<file path="src/pva_pkg.sv">
`default_nettype none

package pva_pkg;

    localparam int NUM_VOICES_DEF = 32;
    localparam int PRIO_W         = 32;

    // Starting value of the lowest-priority search
    localparam logic signed [PRIO_W-1:0] PRIO_MAX = 32'sh7fff_ffff;

    typedef enum logic [1:0] {
        REQ_ALLOC       = 2'd0,
        REQ_RELEASE     = 2'd1,
        REQ_SET_PRIO    = 2'd2,
        REQ_RELEASE_ALL = 2'd3
    } t_req;

    // Operation broadcast from the controller to every cell
    typedef enum logic [2:0] {
        COP_NOP,
        COP_FREE,
        COP_OCCUPY,
        COP_SET_PRIO,
        COP_FREE_ALL
    } t_cop;

    typedef struct packed {
        t_cop                     op;
        logic signed [PRIO_W-1:0] prio;
    } t_cmd;

    // Search token handed from cell to cell
    typedef struct packed {
        logic                     active;
        logic                     found;
        logic signed [PRIO_W-1:0] low_prio;
    } t_scan;

endpackage

`default_nettype wire

</file>
<file path="src/pva_cell.sv">
`default_nettype none

module pva_cell
    import pva_pkg::*;
#(
    parameter int IDX_W   = 5,
    parameter int CELL_ID = 0
) (
    input  wire logic             i_clk,
    input  wire logic             i_rst_n,
    input  wire t_cmd             i_cmd,
    input  wire logic [IDX_W-1:0] i_cmd_idx,
    input  wire t_scan            i_scan,
    input  wire logic [IDX_W-1:0] i_scan_idx,
    output      t_scan            o_scan,
    output      logic [IDX_W-1:0] o_scan_idx,
    output      logic             o_busy
);

    localparam logic [IDX_W-1:0] MY_IDX = IDX_W'(CELL_ID);

    logic                     r_busy, n_busy;
    logic signed [PRIO_W-1:0] r_prio, n_prio;
    logic                     r_scan_act;
    logic                     r_scan_found;
    logic signed [PRIO_W-1:0] r_scan_low;
    logic [IDX_W-1:0]         r_scan_idx;
    t_scan                    n_scan;
    logic [IDX_W-1:0]         n_scan_idx;
    logic                     hit;

    assign hit = (i_cmd_idx == MY_IDX);

    always_comb begin
        n_busy = r_busy;
        n_prio = r_prio;
        unique case (i_cmd.op)
            COP_NOP: begin
            end
            COP_FREE: begin
                if (hit) begin
                    n_busy = 1'b0;
                    n_prio = '0;
                end
            end
            COP_OCCUPY: begin
                if (hit) begin
                    n_busy = 1'b1;
                    n_prio = i_cmd.prio;
                end
            end
            COP_SET_PRIO: begin
                if (hit && r_busy) begin
                    n_prio = i_cmd.prio;
                end
            end
            COP_FREE_ALL: begin
                n_busy = 1'b0;
                n_prio = '0;
            end
            default: begin
            end
        endcase
    end

    // Pass the token on; claim it if free, or if lower than the best so far
    always_comb begin
        n_scan     = i_scan;
        n_scan_idx = i_scan_idx;
        if (i_scan.active && !i_scan.found) begin
            if (!r_busy) begin
                n_scan.found = 1'b1;
                n_scan_idx   = MY_IDX;
            end else if (r_prio < i_scan.low_prio) begin
                n_scan.low_prio = r_prio;
                n_scan_idx      = MY_IDX;
            end
        end
    end

    always_ff @(posedge i_clk) begin
        if (!i_rst_n) begin
            r_busy     <= 1'b0;
            r_prio     <= '0;
            r_scan_act <= 1'b0;
        end else begin
            r_busy     <= n_busy;
            r_prio     <= n_prio;
            r_scan_act <= n_scan.active;
        end
        r_scan_found <= n_scan.found;
        r_scan_low   <= n_scan.low_prio;
        r_scan_idx   <= n_scan_idx;
    end

    assign o_scan.active   = r_scan_act;
    assign o_scan.found    = r_scan_found;
    assign o_scan.low_prio = r_scan_low;
    assign o_scan_idx      = r_scan_idx;
    assign o_busy          = r_busy;

endmodule

`default_nettype wire

</file>
<file path="config.mk">
export PLATFORM = sky130hd
export DESIGN_NAME = pva_cell
export DESIGN_NICKNAME = d
export VERILOG_FILES = /design/src/pva_pkg.sv /design/src/pva_cell.sv
export SDC_FILE = /design/constraint.sdc
export NUM_CORES = 1
export LEC_CHECK = 0
export ABC_AREA = 1
export BUFFER_PORTS_ARGS = -buffer_cell sky130_fd_sc_hd__clkbuf_2
export CORE_ASPECT_RATIO = 1.4
export CORE_MARGIN = 3
export CORE_UTILIZATION = 50
export CTS_CLUSTER_SIZE = 25
export DETAILED_ROUTE_END_ITERATION = 8
export PLACE_DENSITY = 0.8
export SYNTH_ARGS = -nofsm -noshare
export SYNTH_HDL_FRONTEND = slang
export SYNTH_SLANG_ARGS = --single-unit
</file>
<file path="constraint.sdc">
create_clock -name i_clk -period 2.3 [get_ports i_clk]
set_input_delay 0.46 -clock i_clk [delete_from_list [all_inputs] [get_ports i_clk]]
set_output_delay 0.46 -clock i_clk [all_outputs]
set_load 0.02 [all_outputs]
</file>
======== Yosys cells after proc, flatten, opt, wreduce, memory -nomap -nowiden ========
Cells that the tools add are included.
operators by class
  muxes and demuxes ....................... 14
  eq/ne operators ......................... 7
  reduce and logical (&&, ||, !) cells .... 8
  order comparisons ....................... 1
operator list
  kind                                                 count
  2-to-1 mux 32 bit                                    5
  one-hot mux 32 bit (4 select lines)                  1
  2-to-1 mux 33 bit                                    1
  < comparator 32 bit                                  1
  2-to-1 mux 5 bit                                     3
  equality test 3 x 2 -> 1 bit, second input constant  2
  inequality test 2 bit, second input constant         3
  logical NOT 5 bit                                    1
  AND reduction 4 bit                                  1
  nonzero test 4 bit                                   1
  equality test 3 x 1 -> 1 bit, second input constant  1
  equality test 3 bit, second input constant           1
  2-to-1 mux 1 bit                                     3
  one-hot mux 1 bit (3 select lines)                   1
  AND reduction 3 bit                                  1
  nonzero test 3 bit                                   1
  logical AND 1 bit                                    2
  logical NOT 1 bit                                    1
storage, ports and cells
  register bits after elaboration ......... 72
  word-level logic and storage cells ...... 36
  output and inout bits ................... 40

======== Longest topological paths before layout ========
Gate-level depths: netlist (run 1).
  word-level depth ........................ 4
  gate-level depth with buffers ........... 17

======== Worst setup path before layout (run 1) ========
Ideal clock, no wire load.
  path type ............................... input -> register
  start point ............................. input port i_scan[21] (netlist name)
  end point ............................... register r_scan_low[10]
  arrival ................................. 1,813 ps
  stages on the path ...................... 13
  setup slack ............................. 374 ps
  cells stage by stage .................... inv_1 > ha_1 > a21oi_1 > nor2_1 > nor2_1 > nand3_1 > a21oi_2 > nand2_2 > nand2_2 > nand3_2 > buf_6 > nand2_1 > nand2_1
RTL lines
  item                    RTL line        source
  start: declaration      pva_cell.sv:13  input wire t_scan i_scan,
  end signal: assignment  pva_cell.sv:92  r_scan_low <= n_scan.low_prio;
  end: declaration        pva_cell.sv:26  logic signed [PRIO_W-1:0] r_scan_low;

==> flow_summary.rst, run 1 <==
.. list-table::
   :header-rows: 1

   * - Metric
     - Value
   * - Result of the run
     - finished clean
   * - Max-Slew Margin vs Limit
     - 0.614
   * - I/O pin total
     - 121
   * - Bufs and invs on worst path
     - 1
   * - Post-cts resize count
     - 0
   * - TritonCTS Buffers
     - 9
   * - Flops & latches, synth
     - 72
   * - Max Fclk
     - 499 MHz
   * - Share of layout cells above drive strength 1
     - 0.268
   * - Power Internal
     - 2.10 mW
   * - Total Neg Setup Slack
     - 0 ps
   * - Cell leakage power
     - 2.44 nW
   * - Placeable Area
     - 0.00670 mm²
   * - Clock insertion delay at the later pin of the skew report
     - 340 ps
   * - Top cell by count, worst path
     - sky130_fd_sc_hd__nand2_1
   * - Gate count after technology mapping
     - 470
   * - Post-DP HPWL
     - 6690 µm
   * - Hold violation total from the final report
     - 0
   * - Worst path slowest cell
     - sky130_fd_sc_hd__dfxtp_1
   * - Crit start category
     - flip-flop
   * - Final wirelength
     - 9020 µm
   * - Maximum number of pins on one net before global-route repair
     - 34
   * - RD Place Congestion
     - 0.858
   * - Root Buffer Master
     - sky130_fd_sc_hd__clkbuf_8
   * - Endpoint class of the critical path
     - flip-flop
   * - Top-area cell type share of the netlist area
     - 0.412
   * - Worst setup slack before clock tree synthesis
     - 11.4 ps
   * - Number of hold buffers added after CTS
     - 0
   * - Worst ir drop on vdd
     - 0.000457 V
   * - Seq/Total Area, Yosys
     - 0.412
   * - DRT Pass-1 Iters
     - 4
   * - Worst-path cell chain
     - ha_1, a21oi_1, o21ai_0, nand2_1, nand3_1, a21oi_2, nand2_2, nand2_2, nand3_2, buf_12, nand2_1, nand2_1
   * - Worst clock skew
     - 6.51 ps
   * - Initial antenna violation count
     - 0
   * - TritonCTS clock tree
     - built
   * - Proportion of power drawn by flip-flops and latches
     - 0.472
   * - Area of the multi-input gates
     - 0.00171 mm²
   * - Slew at the pin closest to its max-slew limit
     - 578 ps
   * - Cell row count
     - 35
   * - Crit-path max FO
     - 16
   * - Arrival time of the worst setup path
     - 2220 ps
   * - Switching pwr
     - 838 µW
   * - Netlist cell types
     - 24
   * - Final core utilization
     - 0.656
   * - Dominant cell type by area after synthesis
     - sky130_fd_sc_hd__dfxtp_1
   * - Critical Path RT
     - 2520 ps
   * - Cell count after placement
     - 668
   * - Die Ht
     - 105 µm
   * - Cell type group with the largest total delay on the critical path
     - simple AND/OR/NAND/NOR gates
   * - Per-instance average area after synthesis
     - 7.45 µm²
   * - Average wire length per cell after detail routing
     - 13.2 µm
   * - YS warnings
     - 0
   * - Setup repair after global routing missed its margin
     - no
   * - Proportion of power drawn by combinational gates
     - 0.192
   * - Via count of the first global-routing pass
     - 3383
   * - Chip width
     - 76.7 µm
   * - Seq. cell area
     - 0.00144 mm²
   * - Number of violations reported at the end of detailed-routing iteration 0
     - 213
   * - Buffers on Ports
     - 120
   * - Proportion of power drawn by the clock network
     - 0.336
   * - Global-route wire length before repair
     - 14800 µm
   * - Reported max-cap violation count
     - 0
   * - # diodes
     - 0
   * - # setup viols final
     - 0
   * - Number of buffers inserted to repair setup after CTS
     - 0
   * - Area added between synthesis and finish
     - 25.6%
   * - Net count reported at finish
     - 699
   * - Number of fill cells
     - 585
   * - Number of H-tree branching levels
     - 3
   * - Pwr Density
     - 669 mW/mm²
   * - Final setup margin
     - 296 ps
   * - Area of the die
     - 0.00806 mm²
   * - Final min period
     - 2000 ps
   * - Aggregate global routing overflow
     - 0
   * - Number of buffers on the longest clock path
     - 2
   * - Sinks on the clock net
     - 72
   * - Clk slew on worst S/H paths
     - 70 ps
   * - Ranking of synthesized cells by area
     - sky130_fd_sc_hd__dfxtp_1, sky130_fd_sc_hd__ha_1, sky130_fd_sc_hd__nand2_1, sky130_fd_sc_hd__a21oi_1, sky130_fd_sc_hd__nand4_1
   * - Post-detailed-route DRC marker count
     - 0
   * - Global router's overall resource usage
     - 0.224
   * - Post-DRT Antenna Nets
     - 0
   * - Category of the critical setup timing path
     - flip-flop to flip-flop
   * - Post-Syn Area
     - 0.00350 mm²
   * - Tightest Hold Check Type
     - input port to flip-flop
   * - Max-slew violation count
     - 0
   * - Cell Count, Final, Fillers Out
     - 682
   * - Fraction of power spent switching nets
     - 0.285
   * - Starting density of the core
     - 0.523
   * - Biggest cell delay along the critical path
     - 330 ps
   * - Routed via count divided by cell count
     - 5.11
   * - Post-route clock period utilization
     - 0.871
   * - Net count after synthesis
     - 582
   * - Total number of vias
     - 3484
## layer usage
layer | track usage | wire, µm
met5 | 0 | 0
met4 | 0.0790 | 119
met3 | 0.0483 | 539
met2 | 0.413 | 4730
met1 | 0.250 | 3620
## flip-flops by register name, summed over array words and instances, names as in the netlist
register	count
o_scan_idx	5
r_scan_low	32
r_scan_act	1
r_prio	32
r_scan_found	1
o_busy	1
## layout make-up
cell class | instances | share of cell area
repair buffers | 132 | 0.166
inverters | 56 | 0.0478
clock inverters | 3 | 0.00967
flip-flops and latches | 72 | 0.328
multi-input cells | 316 | 0.389
well taps | 92 | 0.0262
clock buffers | 11 | 0.0344
## power groups by stage
| stage | combinational, mW | sequential, mW | clock, mW |
|---|---|---|---|
| 6_report | 0.566 | 1.39 | 0.988 |
| 5_1_grt | 0.636 | 1.40 | 1.06 |
| 3_3_place_gp | 0.541 | 1.41 | 0 |
| 4_1_cts | 0.566 | 1.39 | 1.01 |
| 2_1_floorplan | 0.308 | 1.45 | 0 |
| 3_5_place_dp | 0.560 | 1.41 | 0 |
## placed cells by master (no fill, tap or decap)
cell / instances
sky130_fd_sc_hd__buf_12: 3
sky130_fd_sc_hd__a21oi_2: 1
sky130_fd_sc_hd__clkinvlp_4: 1
sky130_fd_sc_hd__nand2_2: 3
sky130_fd_sc_hd__bufinv_16: 1
sky130_fd_sc_hd__nand4_1: 33
sky130_fd_sc_hd__ha_1: 31
sky130_fd_sc_hd__o21ai_0: 36
sky130_fd_sc_hd__nand2_1: 101
sky130_fd_sc_hd__clkbuf_8: 11
sky130_fd_sc_hd__nor2_1: 49
sky130_fd_sc_hd__clkbuf_2: 120
sky130_fd_sc_hd__nor3_4: 1
sky130_fd_sc_hd__nand3_1: 5
sky130_fd_sc_hd__nand3_2: 2
sky130_fd_sc_hd__o21ai_2: 1
sky130_fd_sc_hd__buf_4: 9
sky130_fd_sc_hd__a21oi_1: 46
sky130_fd_sc_hd__inv_2: 3
sky130_fd_sc_hd__o21ai_1: 1
sky130_fd_sc_hd__nor2_4: 1
sky130_fd_sc_hd__a211oi_1: 1
sky130_fd_sc_hd__dfxtp_1: 72
sky130_fd_sc_hd__nor3_1: 4
sky130_fd_sc_hd__inv_1: 53
sky130_fd_sc_hd__clkinv_2: 1
## synthesized netlist by cell type (all sizes together)
cell / n
a211oi: 1
a21oi: 47
buf: 15
clkbuf: 11
dfxtp: 72
ha: 31
inv: 56
nand2: 104
nand3: 7
nand4: 33
nor2: 50
nor3: 5
o21ai: 38
## logic make-up after synthesis
family | count (synthesis) | share of synthesized area
AOI/OAI and AO/OA | 86 | 0.126
adders and majority gates | 31 | 0.111
buffers and inverters | 82 | 0.102
DFF | 72 | 0.412
and+or+nand+nor | 199 | 0.250
## tightest hold or removal path: stages
cell and delay (ps):
sky130_fd_sc_hd__clkbuf_2 80, sky130_fd_sc_hd__inv_1 40, sky130_fd_sc_hd__nor2_1 30
## through the flow
step           hold WS [ps]  power [mW]  cell area [µm²]
2_1_floorplan           449        1.76             3500
3_3_place_gp            468        1.95             4200
3_5_place_dp            477        1.97             4200
4_1_cts                 304        2.96             4400
5_1_grt                 315        3.10             4400
6_report                315        2.94             4400
## final timing paths
check	start	endpoint	slack (ps)	cells after the start
worst max-delay path	r_prio[19]	r_scan_low[8]	300	12
worst min-delay path	i_scan_idx[1]	o_scan_idx[1]	320	3
worst min register to register	r_prio[0]	r_prio[0]	490	2
worst max register to register	r_prio[19]	r_scan_low[8]	300	12
Note: power is estimated with default switching activity, not from simulation.
==> run 2: changes to the inputs <==
--- a/config.mk
+++ b/config.mk
@@ -10,6 +10,7 @@
 export CORE_ASPECT_RATIO = 1.4
 export CORE_MARGIN = 3
 export CORE_UTILIZATION = 50
+export CTS_BUF_LIST = sky130_fd_sc_hd__clkbuf_16
 export CTS_CLUSTER_SIZE = 25
 export DETAILED_ROUTE_END_ITERATION = 8
 export PLACE_DENSITY = 0.8
==> flow_summary.rst, run 2 (synthesized netlist as in run 1, its figures left out) <==
.. list-table::
   :header-rows: 1

   * - Metric
     - Value
   * - Result of the run
     - finished clean
   * - Post-DP HPWL
     - 6690 µm (unchanged)
   * - Net count reported at finish
     - 699 (unchanged)
   * - Total Neg Setup Slack
     - 0 ps (unchanged)
   * - Proportion of power drawn by the clock network
     - 0.401 (+0.065)
   * - # diodes
     - 0 (unchanged)
   * - Global-route wire length before repair
     - 15100 µm (+2.4%)
   * - TritonCTS clock tree
     - built
   * - Crit-path max FO
     - 15 (-1)
   * - Root Buffer Master
     - sky130_fd_sc_hd__clkbuf_16
   * - Area added between synthesis and finish
     - 27.9%
   * - RD Place Congestion
     - 0.858 (unchanged)
   * - Cell Count, Final, Fillers Out
     - 682 (unchanged)
   * - Startpoint of the worst-slack reg-to-reg timing path
     - r_prio[19]
   * - Worst ir drop on vdd
     - 0.000440 V (-3.9%)
   * - Hold Path Depth
     - 3 (unchanged)
   * - Chip width
     - 76.7 µm (unchanged)
   * - Top cell by count, worst path
     - sky130_fd_sc_hd__nand2_1
   * - Final wirelength
     - 9100 µm (+0.90%)
   * - Maximum number of pins on one net before global-route repair
     - 34 (unchanged)
   * - Post-detailed-route DRC marker count
     - 0 (unchanged)
   * - Slew at the pin closest to its max-slew limit
     - 615 ps (+36.8 ps)
   * - Worst clock skew
     - 3.44 ps (-3.08 ps)
   * - Post-route clock period utilization
     - 0.873 (+0.00216)
   * - Post-cts resize count
     - 0 (unchanged)
   * - Post-DRT Antenna Nets
     - 0 (unchanged)
   * - Max-Slew Margin vs Limit
     - 0.590 (-0.0246)
   * - Clk slew on worst S/H paths
     - 50 ps (-20 ps)
   * - Hold wc startpoint
     - i_scan_idx[1]
   * - Crit start category
     - flip-flop
   * - Average wire length per cell after detail routing
     - 13.3 µm (+0.90%)
   * - Total number of vias
     - 3486 (+0.057%)
   * - I/O pin total
     - 121 (unchanged)
   * - Power Internal
     - 2.38 mW (+13%)
   * - Biggest cell delay along the critical path
     - 320 ps (about the same)
   * - Cell leakage power
     - 2.48 nW (+1.4%)
   * - Share of layout cells above drive strength 1
     - 0.264 (-0.00339)
   * - Category of the critical setup timing path
     - flip-flop to flip-flop
   * - DRT Pass-1 Iters
     - 4 (unchanged)
   * - Cell count after placement
     - 668 (unchanged)
   * - Worst-path cell chain
     - ha_1, a21oi_1, o21ai_0, nand2_1, nand3_1, a21oi_2, nand2_2, nand2_2, nand3_2, buf_4, nand2_1, nand2_1
   * - TritonCTS Buffers
     - 9 (unchanged)
   * - Number of buffers inserted to repair setup after CTS
     - 0 (unchanged)
   * - Number of hold buffers added after CTS
     - 0 (unchanged)
   * - Final min period
     - 2010 ps (+4.97 ps)
   * - Aggregate global routing overflow
     - 0 (unchanged)
   * - # setup viols final
     - 0 (unchanged)
   * - Leading cell types in the layout, fill and taps excluded
     - sky130_fd_sc_hd__clkbuf_2, sky130_fd_sc_hd__nand2_1, sky130_fd_sc_hd__dfxtp_1, sky130_fd_sc_hd__inv_1, sky130_fd_sc_hd__nor2_1
   * - Sinks on the clock net
     - 72 (unchanged)
   * - Initial antenna violation count
     - 0 (unchanged)
   * - Number of violations reported at the end of detailed-routing iteration 0
     - 235 (+10%)
   * - Area of the die
     - 0.00806 mm² (unchanged)
   * - Global router's overall resource usage
     - 0.230 (+0.00606)
   * - Setup repair after global routing missed its margin
     - no
   * - PnR Total Power
     - 3.27 mW (+11%)
   * - Switching pwr
     - 893 µW (+6.6%)
   * - Cell row count
     - 35 (unchanged)
   * - Pwr Density
     - 730 mW/mm² (+9.1%)
   * - Hold violation total from the final report
     - 0 (unchanged)
   * - Die Ht
     - 105 µm (unchanged)
   * - Clock insertion delay at the later pin of the skew report
     - 330 ps (about the same)
   * - Final setup margin
     - 291 ps (-4.97 ps)
   * - Endpoint class of the critical path
     - flip-flop
   * - Number of H-tree branching levels
     - 3 (unchanged)
   * - Placeable Area
     - 0.00670 mm² (unchanged)
   * - Critical Path RT
     - 2520 ps (about the same)
   * - Reg2Reg Depth
     - 12 (unchanged)
   * - Via count of the first global-routing pass
     - 3447 (+1.9%)
   * - Proportion of power drawn by flip-flops and latches
     - 0.425 (-0.047)
   * - Tightest Hold Check Type
     - input port to flip-flop
   * - Arrival time of the worst setup path
     - 2230 ps (about the same)
   * - Worst setup slack before clock tree synthesis
     - 11.4 ps (unchanged)
   * - Max Fclk
     - 498 MHz (-0.25%)
   * - Number of buffers on the longest clock path
     - 2 (unchanged)
   * - Routed via count divided by cell count
     - 5.11 (about the same)
   * - Max-slew violation count
     - 0 (unchanged)
   * - Worst path slowest cell
     - sky130_fd_sc_hd__dfxtp_1
   * - Reported max-cap violation count
     - 0 (unchanged)
   * - Most frequent standard cell in the layout excluding fill and tap cells
     - sky130_fd_sc_hd__clkbuf_2
   * - Start point of the critical path
     - r_prio[19]
   * - Buffers on Ports
     - 120 (unchanged)
   * - Fraction of power spent switching nets
     - 0.273 (-0.0117)
   * - Starting density of the core
     - 0.523 (unchanged)
   * - Proportion of power drawn by combinational gates
     - 0.174 (-0.018)
[run 2: layout make-up]
class	instances	area (µm²)
inverters	56	210
fillers	577	2220
multi-input cells	316	1710
flip-flops and latches	72	1440
clock buffers	9	225
repair buffers	132	728
clock inverters	5	50.0
well taps	92	115
[run 2: metal layers]
metal  track usage  up-vias  share of wire
li1              -     1779              -
met1         0.252     1565           0.40
met2         0.428      128           0.53
met3        0.0414       14          0.056
met4        0.0959        0          0.016
met5             0        -              0
[run 2: worst paths after layout]
check	end	slack (ps)
setup / recovery	r_scan_low[25]	290
hold / removal	o_scan_idx[1]	330
setup reg to reg	r_scan_low[25]	290
hold reg to reg	r_prio[0]	480
[run 2: metrics by stage]
stage | util | instance area (µm²) | hold slack [ps]
final | 0.669 | 4480 | 326
after global routing | 0.669 | 4480 | 339
after global placement | 0.627 | 4200 | 468
after detailed placement | 0.627 | 4200 | 477
after CTS | 0.669 | 4480 | 321
after floorplan | - | 3500 | 449
[run 2: power groups by stage]
stage          registers, mW  logic, mW  clock network, mW
2_1_floorplan           1.45      0.308                  0
3_3_place_gp            1.41      0.541                  0
3_5_place_dp            1.41      0.560                  0
4_1_cts                 1.39      0.568               1.33
5_1_grt                 1.40      0.640               1.38
6_report                1.39      0.569               1.31
[run 2: critical path: cells and delay by family (launching register included)]
kind | cells | cell delay [ps]
adder cells (fa/ha/maj) | 1 | 300
buffers and inverters | 1 | 230
AO/OA/AOI/OAI | 3 | 440
flip-flops | 1 | 320
AND/OR/NAND/NOR | 7 | 610
